==> src/rtl/core/mnep_pkg.sv <==
// shared types and constants for the midi note event parser
package mnep_pkg;

    typedef enum logic [1:0]
    {
        CMD_MIDI  = 2'd0,
        CMD_START = 2'd1,
        CMD_QUERY = 2'd2
    } command_t;

    typedef enum logic [2:0]
    {
        PH_IDLE   = 3'd0,
        PH_NOTE   = 3'd1,
        PH_VEL    = 3'd2,
        PH_SKIP   = 3'd3,
        PH_FFLEN  = 3'd4,
        PH_FFSKIP = 3'd5
    } phase_t;

    localparam logic RESULT_EVENT = 1'b0;
    localparam logic RESULT_QUERY = 1'b1;

    localparam logic [3:0] KIND_NOTE_OFF  = 4'h8;
    localparam logic [3:0] KIND_NOTE_ON   = 4'h9;
    localparam logic [3:0] KIND_POLY_AT   = 4'hA;
    localparam logic [3:0] KIND_CONTROL   = 4'hB;
    localparam logic [3:0] KIND_PROGRAM   = 4'hC;
    localparam logic [3:0] KIND_CHAN_AT   = 4'hD;
    localparam logic [3:0] KIND_PITCH     = 4'hE;
    localparam logic [7:0] DATA_MAX       = 8'h7F;
    localparam logic [7:0] STATUS_META    = 8'hFF;

    localparam int NOTE_COUNT = 128;

    typedef struct packed
    {
        logic [7:0] status_byte;
        phase_t     phase;
        logic [7:0] bytes_to_skip;
        logic [7:0] pending_note;
    } parse_state_t;

    typedef struct packed
    {
        logic       valid;
        logic       note_on;
        logic [7:0] note_number;
        logic [7:0] velocity;
    } note_event_t;

endpackage

==> src/rtl/core/midi_note_event_parser_unit.sv <==
// midi note event parser: running status parse, note-active map and result register
//
// input stream s_*: one item per midi byte, start command or note query;
// s_tuser carries the command, s_tdata the byte and its millisecond timestamp.
// output stream m_*: note events (m_tuser low) and query answers (m_tuser high).
// each item is parsed in the cycle it is accepted; a result, if any, appears on
// m_* in the next cycle from the result register.
// throughput is one item per cycle: s_tready stays high while the result
// register is empty or being taken, so a stalled receiver holds one result and
// stops the input only while that result waits.
// the parse state and the 128-bit note-active map are flip-flops; a query reads
// the map as updated by every earlier item, including the one just before.
// reset clears the parse state, the map and the result register at once; a
// start command does the same for the parse state and the map, with no result.
module midi_note_event_parser_unit
(
    input  logic        clk,
    input  logic        rst_n,
    input  logic        s_tvalid,
    output logic        s_tready,
    input  logic [39:0] s_tdata,   // data_byte[7:0], timestamp[39:8]
    input  logic [1:0]  s_tuser,   // command[1:0]
    output logic        m_tvalid,
    input  logic        m_tready,
    output logic [55:0] m_tdata,   // note_on[0], event_time[32:1], note_number[40:33],
                                   // velocity[48:41], zero[55:49]
    output logic        m_tuser    // result_kind[0]
);
    import mnep_pkg::*;

    command_t     command;
    logic [7:0]   data_byte;
    logic [31:0]  timestamp;
    logic         s_accept;

    parse_state_t state_reg;
    parse_state_t state_next;
    parse_state_t parser_next;
    note_event_t  note_event;

    logic [NOTE_COUNT-1:0] note_map_reg;
    logic [NOTE_COUNT-1:0] note_map_next;
    logic                  query_active;

    logic         out_valid_reg;
    logic         out_valid_next;
    logic         out_kind_reg;
    logic         out_kind_next;
    logic         out_note_on_reg;
    logic         out_note_on_next;
    logic [31:0]  out_time_reg;
    logic [31:0]  out_time_next;
    logic [7:0]   out_note_reg;
    logic [7:0]   out_note_next;
    logic [7:0]   out_vel_reg;
    logic [7:0]   out_vel_next;
    logic         result_valid;

    assign command   = command_t'(s_tuser);
    assign data_byte = s_tdata[7:0];
    assign timestamp = s_tdata[39:8];
    assign s_tready  = !out_valid_reg || m_tready;
    assign s_accept  = s_tvalid && s_tready;

    mnep_parser u_parser
    (
        .state      (state_reg),
        .data_byte  (data_byte),
        .state_next (parser_next),
        .note_event (note_event)
    );

    assign query_active = !data_byte[7] && note_map_reg[data_byte[6:0]];

    always_comb
    begin
        state_next       = state_reg;
        note_map_next    = note_map_reg;
        result_valid     = 1'b0;
        out_kind_next    = out_kind_reg;
        out_note_on_next = out_note_on_reg;
        out_time_next    = out_time_reg;
        out_note_next    = out_note_reg;
        out_vel_next     = out_vel_reg;
        if (s_accept)
        begin
            case (command)
                CMD_START:
                begin
                    state_next    = '{status_byte: 8'd0, phase: PH_IDLE,
                                      bytes_to_skip: 8'd0, pending_note: 8'd0};
                    note_map_next = '0;
                end
                CMD_QUERY:
                begin
                    result_valid     = 1'b1;
                    out_kind_next    = RESULT_QUERY;
                    out_note_on_next = query_active;
                    out_time_next    = 32'd0;
                    out_note_next    = data_byte;
                    out_vel_next     = 8'd0;
                end
                CMD_MIDI:
                begin
                    state_next = parser_next;
                    if (note_event.valid)
                    begin
                        result_valid     = 1'b1;
                        out_kind_next    = RESULT_EVENT;
                        out_note_on_next = note_event.note_on;
                        out_time_next    = timestamp;
                        out_note_next    = note_event.note_number;
                        out_vel_next     = note_event.velocity;
                        if (!note_event.note_number[7])
                        begin
                            note_map_next[note_event.note_number[6:0]] = note_event.note_on;
                        end
                    end
                end
                default:
                begin
                    state_next = state_reg;
                end
            endcase
        end
        if (result_valid)
        begin
            out_valid_next = 1'b1;
        end
        else if (m_tready)
        begin
            out_valid_next = 1'b0;
        end
        else
        begin
            out_valid_next = out_valid_reg;
        end
    end

    always_ff @(posedge clk or negedge rst_n)
    begin
        if (!rst_n)
        begin
            state_reg     <= '{status_byte: 8'd0, phase: PH_IDLE,
                               bytes_to_skip: 8'd0, pending_note: 8'd0};
            note_map_reg  <= '0;
            out_valid_reg <= 1'b0;
        end
        else
        begin
            state_reg     <= state_next;
            note_map_reg  <= note_map_next;
            out_valid_reg <= out_valid_next;
        end
    end

    always_ff @(posedge clk)
    begin
        out_kind_reg    <= out_kind_next;
        out_note_on_reg <= out_note_on_next;
        out_time_reg    <= out_time_next;
        out_note_reg    <= out_note_next;
        out_vel_reg     <= out_vel_next;
    end

    assign m_tvalid = out_valid_reg;
    assign m_tuser  = out_kind_reg;
    assign m_tdata  = {7'd0, out_vel_reg, out_note_reg, out_time_reg, out_note_on_reg};

    // start leaves an empty map and an idle parser
    assert property (@(posedge clk) disable iff (!rst_n)
        s_accept && command == CMD_START |=> note_map_reg == '0 &&
        state_reg.phase == PH_IDLE && state_reg.status_byte == 8'd0)
        else $error("start did not clear map and parser");

    // meta status is never kept as running status
    assert property (@(posedge clk) disable iff (!rst_n)
        state_reg.status_byte != STATUS_META)
        else $error("meta status held as running status");

    // query answers carry no time and no velocity
    assert property (@(posedge clk) disable iff (!rst_n)
        m_tvalid && m_tuser == RESULT_QUERY |-> out_time_reg == 32'd0 &&
        out_vel_reg == 8'd0)
        else $error("query answer with time or velocity");

    // a midi byte in the velocity phase always yields an event
    assert property (@(posedge clk) disable iff (!rst_n)
        s_accept && command == CMD_MIDI && state_reg.phase == PH_VEL |=>
        m_tvalid && m_tuser == RESULT_EVENT)
        else $error("velocity byte gave no event");

endmodule

==> src/rtl/core/mnep_parser.sv <==
// next parse state and note event for one received midi byte
module mnep_parser
(
    input  mnep_pkg::parse_state_t state,
    input  logic [7:0]             data_byte,
    output mnep_pkg::parse_state_t state_next,
    output mnep_pkg::note_event_t  note_event
);
    import mnep_pkg::*;

    function automatic parse_state_t start_message(parse_state_t s, logic [7:0] b);
        parse_state_t r;
        logic         is_status;
        logic [3:0]   kind;
        logic [1:0]   n;
        r         = s;
        is_status = b > DATA_MAX;
        if (is_status)
        begin
            r.status_byte = b;
        end
        kind    = r.status_byte[7:4];
        r.phase = PH_IDLE;
        if (kind == KIND_NOTE_ON || kind == KIND_NOTE_OFF)
        begin
            if (is_status)
            begin
                r.phase = PH_NOTE;
            end
            else
            begin
                r.pending_note = b;
                r.phase        = PH_VEL;
            end
        end
        else if (kind == KIND_POLY_AT || kind == KIND_CONTROL || kind == KIND_PITCH ||
                 kind == KIND_PROGRAM || kind == KIND_CHAN_AT)
        begin
            n = (kind == KIND_PROGRAM || kind == KIND_CHAN_AT) ? 2'd1 : 2'd2;
            if (!is_status)
            begin
                n = n - 2'd1;
            end
            r.bytes_to_skip = {6'd0, n};
            if (n != 2'd0)
            begin
                r.phase = PH_SKIP;
            end
        end
        else if (r.status_byte == STATUS_META)
        begin
            r.status_byte = 8'd0;
            r.phase       = PH_FFLEN;
        end
        return r;
    endfunction

    logic [7:0] skip_dec;

    assign skip_dec = state.bytes_to_skip - 8'd1;

    always_comb
    begin
        state_next             = state;
        note_event.valid       = 1'b0;
        note_event.note_on     = 1'b0;
        note_event.note_number = state.pending_note;
        note_event.velocity    = data_byte;
        case (state.phase)
            PH_NOTE:
            begin
                state_next.pending_note = data_byte;
                state_next.phase        = PH_VEL;
            end
            PH_VEL:
            begin
                note_event.valid   = 1'b1;
                note_event.note_on = (state.status_byte[7:4] == KIND_NOTE_ON) &&
                                     (data_byte != 8'd0);
                state_next.phase   = PH_IDLE;
            end
            PH_SKIP:
            begin
                if (data_byte > DATA_MAX)
                begin
                    state_next = start_message(state, data_byte);
                end
                else
                begin
                    state_next.bytes_to_skip = skip_dec;
                    if (skip_dec == 8'd0)
                    begin
                        state_next.phase = PH_IDLE;
                    end
                end
            end
            PH_FFLEN:
            begin
                state_next.bytes_to_skip = data_byte;
                state_next.phase         = (data_byte == 8'd0) ? PH_IDLE : PH_FFSKIP;
            end
            PH_FFSKIP:
            begin
                state_next.bytes_to_skip = skip_dec;
                if (skip_dec == 8'd0)
                begin
                    state_next.phase = PH_IDLE;
                end
            end
            default:
            begin
                state_next = start_message(state, data_byte);
            end
        endcase
    end

endmodule
==> config.mk <==
export PLATFORM = sky130hd
export DESIGN_NAME = midi_note_event_parser_unit
export DESIGN_NICKNAME = d
export VERILOG_FILES = /design/src/rtl/core/mnep_pkg.sv /design/src/rtl/core/midi_note_event_parser_unit.sv /design/src/rtl/core/mnep_parser.sv
export SDC_FILE = /design/constraint.sdc
export NUM_CORES = 1
export LEC_CHECK = 0
export ABC_AREA = 0
export BUFFER_PORTS_ARGS = -buffer_cell sky130_fd_sc_hd__buf_2
export CORE_AREA = 2 2 192 119
export CTS_BUF_LIST = sky130_fd_sc_hd__clkbuf_8
export DETAILED_ROUTE_END_ITERATION = 8
export DIE_AREA = 0 0 194 121
export PLACE_DENSITY = 0.67
export SYNTH_ARGS = -nofsm -noshare
export SYNTH_HDL_FRONTEND = slang
export SYNTH_SLANG_ARGS = --single-unit
==> constraint.sdc <==
create_clock -name clk -period 5.1 [get_ports clk]
set_input_delay 0.255 -clock clk [delete_from_list [all_inputs] [get_ports clk]]
set_output_delay 0.255 -clock clk [all_outputs]
set_load 0.05 [all_outputs]
=== Word-level counts from Yosys, hierarchy flattened ===
Cells that the tools add are included.

* Add/sub/neg operators: 2
* Order comparisons: 4
* Equality and inequality tests: 36
* Mux-type cells: 66
* Reduce and logical (&&, ||, !) cells: 38

{| class="wikitable"
|+ Operators with widths
! cell !! number
|-
| $mux W128 || 2
|-
| $pmux W128 S2 || 1
|-
| $mux W8 || 17
|-
| $bwmux W128 || 1
|-
| $pmux W32 S2 || 1
|-
| $pmux W8 S2 || 4
|-
| $eq A4 B4 Y1 const B || 15
|-
| $pmux W27 S2 || 1
|-
| $mux W11 || 3
|-
| $mux W32 || 1
|-
| $pmux W8 S4 || 1
|-
| $mux W2 || 14
|-
| $mux W3 || 6
|-
| $eq A8 B8 Y1 const B || 2
|-
| $logic_not A8 Y1 || 2
|-
| $lt A7 B8 Y1 const B || 2
|-
| $pmux W3 S5 || 1
|-
| $logic_or A1 B1 Y1 || 13
|-
| $ne A2 B2 Y1 const B || 5
|-
| $reduce_bool A2 Y1 || 5
|-
| $gt A8 B7 Y1 const B || 1
|-
| $mux W1 || 8
|-
| $reduce_and A4 Y1 || 2
|-
| $reduce_bool A8 Y1 || 1
|-
| other kinds (28) || 37
|}

* Register bits after elaboration: 206
* Input port bits: 46
* Output and inout port bits: 59

=== Longest topological paths before layout ===
* Depth after elaboration: 19
* Gate-level depth with buffers: 10

=== Cells and area by module ===
From an unflattened synthesis, not the netlist that was laid out.

* Cells, all modules: 1202
* Area total of the unflattened synthesis: 11318.4 um2

{| class="wikitable"
|+ Modules (own cells, without submodules)
! module !! instances !! cells an instance !! area each (um2)
|-
| midi_note_event_parser_unit || 1 || 997 || 9929.5
|-
| mnep_parser || 1 || 205 || 1388.8
|}

=== Worst setup path after synthesis ===
OpenSTA, ideal clock, no wires.

* Kind: register to register
* From: reg out_valid_reg, in the netlist m_tvalid
* To: reg out_kind_reg, in the netlist m_tuser, enable pin
* Setup time: 463 ps
* Data arrival time: 3405 ps
* Required time: 4637 ps
* Path slack: 1231 ps
* Stages on the path, launching flop included: 3
* Period minus slack after synthesis: 3869 ps
* Cell sequence: dfrtp_1 > nand2b_1 > nor2b_1

* Cells in the longest elaborated chain, start to end: 4

{| class="wikitable"
|+ Ends and longest elaborated chain
! element !! line !! source
|-
| start, declared || midi_note_event_parser_unit.sv:45 || <nowiki>logic out_valid_reg;</nowiki>
|-
| start signal, assigned || midi_note_event_parser_unit.sv:153 || <nowiki>out_valid_reg <= out_valid_next;</nowiki>
|-
| $logic_not A1 Y1 || midi_note_event_parser_unit.sv:62 || <nowiki>assign s_tready = !out_valid_reg || m_tready;</nowiki>
|-
| $logic_or A1 B1 Y1 || midi_note_event_parser_unit.sv:62 ||
|-
| named net s_tready || midi_note_event_parser_unit.sv:20 || <nowiki>output logic s_tready,</nowiki>
|-
| $logic_and A1 B1 Y1 || midi_note_event_parser_unit.sv:63 || <nowiki>assign s_accept = s_tvalid && s_tready;</nowiki>
|-
| $reduce_and A3 Y1 (no source line) || -- ||
|-
| end signal, assigned || midi_note_event_parser_unit.sv:159 || <nowiki>out_kind_reg <= out_kind_next;</nowiki>
|-
| end, declared || midi_note_event_parser_unit.sv:47 || <nowiki>logic out_kind_reg;</nowiki>
|}

The timed path passes the listed nets, and every way through them passes these cells.
A chain may end at the register's enable or synchronous reset.

=== Worst setup path after layout ===
* From: in s_tuser[0]
* To: reg state_reg[15] (netlist name)

* Cells in the longest elaborated chain, start to end: 3
* Elaborated cells on any way between the ends: 10
* Those cells by class: eq/ne: 6; mux: 1; reduce/logical: 3

{| class="wikitable"
|+ Ends and longest elaborated chain
! element !! line !! source
|-
| start, declared || midi_note_event_parser_unit.sv:22 || <nowiki>input logic [1:0] s_tuser,</nowiki>
|-
| $logic_not A2 Y1 or $eq A2 B1 Y1 (tied branches) || midi_note_event_parser_unit.sv:87 || <nowiki>case (command)</nowiki>
|-
| $ne A5 B5 Y1 (no source line) (tied with other cells) || -- ||
|-
| $reduce_and A7 Y1 (no source line) || -- ||
|-
| end signal, assigned || midi_note_event_parser_unit.sv:144 || <nowiki>state_reg <= '{status_byte: 8'd0, phase: PH_IDLE,</nowiki>
|-
| end signal, assigned || midi_note_event_parser_unit.sv:151 || <nowiki>state_reg <= state_next;</nowiki>
|-
| end, declared || midi_note_event_parser_unit.sv:36 || <nowiki>parse_state_t state_reg;</nowiki>
|}

Several ways; a longest one is shown, not always the timed one.

==> impl_metrics.ini <==
[status]
status = finished clean

[yosys]
ys_seq_elements = 206
synth_edf_count = 50
yosysUniqueCellTypes = 67
syn_area_per_cell_um2 = 9.99
synth_async_sr_flop_share_pct = 75.7
synth_top_cell_area_share_pct = 36.5
yosysSeqAreaShare_pct = 50.5
synth.largest_area_cell = dfrtp_1
yosysWarnings = 0
synth_flop_cell = dfrtp_1
syn_area_mm2 = 0.0107
synthTopCellsByArea = dfrtp_1, edfxtp_1, o21ai_0
syn_inst = 1071

[route]
antenna_left = 0
met1_length_um = 14700
drtIter0Drc = 1400
viasPerCell = 6.40
drcViolationCount = 0
first_pass_iters = 6
wl_met2_um = 13600
wl_per_cell_um = 22.7
drt-total-wl_um = 33200
top_layer = met4
route.met3.wl_um = 4270
vias = 9377

[worst_setup_path]
r2r_setup_slack_ns = 2.44
cp.buffers_inverters = 3
cp.required_ns = 5.59
r2r-end = note_map_reg[125]$_DFFE_PN0P_
critical_path_depth = 9
start_kind = input port
r2r-start = state_reg[1]$_DFFE_PN0P_
worstPathCellList = dlygate4sd3_1 > buf_2 > nor2_4 > inv_4 > nor2_1 > o211ai_1 > and3_1 > nand3_1 > o22ai_1
r2r_cells = 3
slowest_delay_ns = 0.68
crit_end = state_reg[15]$_DFFE_PN0P_
critical_path_class = input port to flip-flop
startpoint = s_tuser[0]
cpMaxStageDelayCell = nor2_4
critPathMaxFanout = 61
endpoint_kind = flip-flop
worst_ep_arrival_time_ns = 3.33
critPathTopFamily = simple AND/OR/NAND/NOR gates

[global_routing]
grt_max_degree = 129
grt_antenna_before_repair = 0
grt-ovfl-total = 0
grt_first_pass_wirelength_um = 51500
grt_pass1_vias = 8658
grtUsageTotal_pct = 28.2

[clock_tree]
cts_sinks = 206
clockBufferDepth = 3
cts-root-buf = clkbuf_8
postCtsSetupBuffers = 0
holdBufCountCts = 34
cts_resized = 0
clkTransAtPathRegs_ns = 0.07
cts_tree = yes
numCtsBuffers = 31
clock_latency_ns = 0.62
htree_levels = 1

[final_layout]
largest_reg_flops = 128
num-fill-cells = 1893
drive_above_1_share_pct = 18.9
final_cell_area_mm2 = 0.0122
nets = 1209
area_growth_pct = 14.0

[power]
leakage_nw = 5.14
power_density_mw_per_mm2 = 337
vdd_drop_max_v = 0.000265
total_power_mw = 4.10

[flow_run]
cap_violations = 0

[timing]
fmax_ghz = 0.352
finalCriticalPeriod_ns = 2.84
finalSetupTns_ns = 0
slew_violations = 0
finClkSkew_ns = 0.0216
setup_viol = 0
slew_headroom_pct = 19.1
tightestPinTransition_ns = 1.21
rsz0062_at_grt = false
hold_viol_final = 0
fin_crit_sh_pct = 55.6

[die]
chipWidth_um = 194
top_level_ports = 105
fp-row-count = 42
initial_core_util_pct = 49.4
core_area_mm2 = 0.0217
die_h_um = 121
die_area_mm2 = 0.0235

[hold_path]
hp-class = input port to flip-flop

[placement]
io_buffers = 97
placed_area_mm2 = 0.0113
place_congestion = 0.895
dp_hpwl_um = 19700
[power by group]
| part | total [mW] | internal [mW] | switching (mW) |
|---|---|---|---|
| registers | 1.88 | 1.76 | 0.114 |
| clock network | 1.33 | 0.643 | 0.683 |
| logic | 0.902 | 0.268 | 0.633 |
[synth_stat cells (all sizes together), types with 7 or more instances]
cell	number
nand4	7
nand2	56
nor3	21
buf	32
nor2	29
a22o	8
o21ai	277
nand3	15
and2	37
a21oi	138
mux2i	10
nor2b	13
nand2b	12
nor3b	9
mux4	31
dfrtp	156
mux2	13
clkbuf	63
edfxtp	50
inv	12
[cell families after synthesis]
family / Yosys count / share of synthesized area (%)
compound gates: 466 / 23.3
xor+xnor: 4 / 0.328
fa+ha+maj: 5 / 0.585
buf+inv: 109 / 4.49
flops: 206 / 50.5
mux: 54 / 8.83
other cells: 1 / 0.0351
simple gates: 226 / 11.9
[worst min-delay path: stages]
cell	delay [ns]
buf_2	0.07
nand2b_1	0.18
nand2_1	0.09
[worst min path at each step]
| stage | to | start | cells past startpoint |
|---|---|---|---|
| 2_1_floorplan | m_tvalid$_DFFE_PN0P_ | rst_n | 0 |
| 3_3_place_gp | note_map_reg[32]$_DFFE_PN0P_ | rst_n | 1 |
| 3_5_place_dp | state_reg[6]$_DFFE_PN0P_ | rst_n | 1 |
| 4_1_cts | m_tvalid$_DFFE_PN0P_ | m_tready | 3 |
| 5_1_grt | m_tvalid$_DFFE_PN0P_ | m_tready | 3 |
| 6_report | m_tvalid$_DFFE_PN0P_ | m_tready | 3 |
[per-layer routing]
layer | vias to the layer above | GRT usage (%)
met2 | 583 | 37.7
li1 | 4115 | -
met4 | 0 | 7.01
met5 | - | 0
met3 | 77 | 8.89
met1 | 4602 | 43.8
[final cells by class]
class / instances / area [µm²] / share of cell area (%)
Antenna cell: 1 / 2.50 / 0.0205
Clock buffer: 36 / 495 / 4.07
Clock inverter: 18 / 86.3 / 0.708
Inverter: 14 / 55.1 / 0.452
Multi-Input combinational cell: 762 / 4870 / 39.9
Sequential cell: 206 / 5410 / 44.3
Tap cell: 286 / 358 / 2.94
Timing Repair Buffer: 143 / 920 / 7.55
[layout by cell type (no fill, tap or decap), types with 4 or more instances in the layout]
cell	netlist	routed
clkinv_2	0	6
a22o_1	8	8
buf_4	11	11
nand2b_1	12	12
o21ai_0	261	261
and2_1	37	37
nor2b_1	13	12
ha_1	5	5
and3b_1	4	4
o21ai_1	16	16
mux4_2	31	31
o2bb2ai_1	4	4
clkbuf_8	0	36
nor4_1	5	5
conb_1	1	7
nor2_1	28	27
nor3b_2	4	4
xnor2_1	4	4
a32oi_1	5	5
nand2_2	8	8
a31oi_1	5	5
edfxtp_1	50	50
nor3_1	21	20
dlygate4sd3_1	0	34
nand2_1	48	48
buf_2	16	96
inv_1	12	20
dfrtp_1	156	156
mux2i_1	10	10
nand3_1	15	15
nand4_1	7	7
a21oi_1	138	138
mux2_2	13	13
and3_1	5	5
[metrics by stage]
step	util [%]	worst slack, ns	std cells	hold slack, ns
6_report	56.3	2.26	1466	0.0445
5_1_grt	56.3	2.11	1465	0.0737
4_1_cts	56.3	2.37	1464	0.0397
3_5_place_dp	52.0	2.22	1376	0.268
3_3_place_gp	52.0	2.25	1376	0.270
2_1_floorplan	-	1.23	1077	-0.0406
No activity file was read; power rests on OpenSTA's default activity.
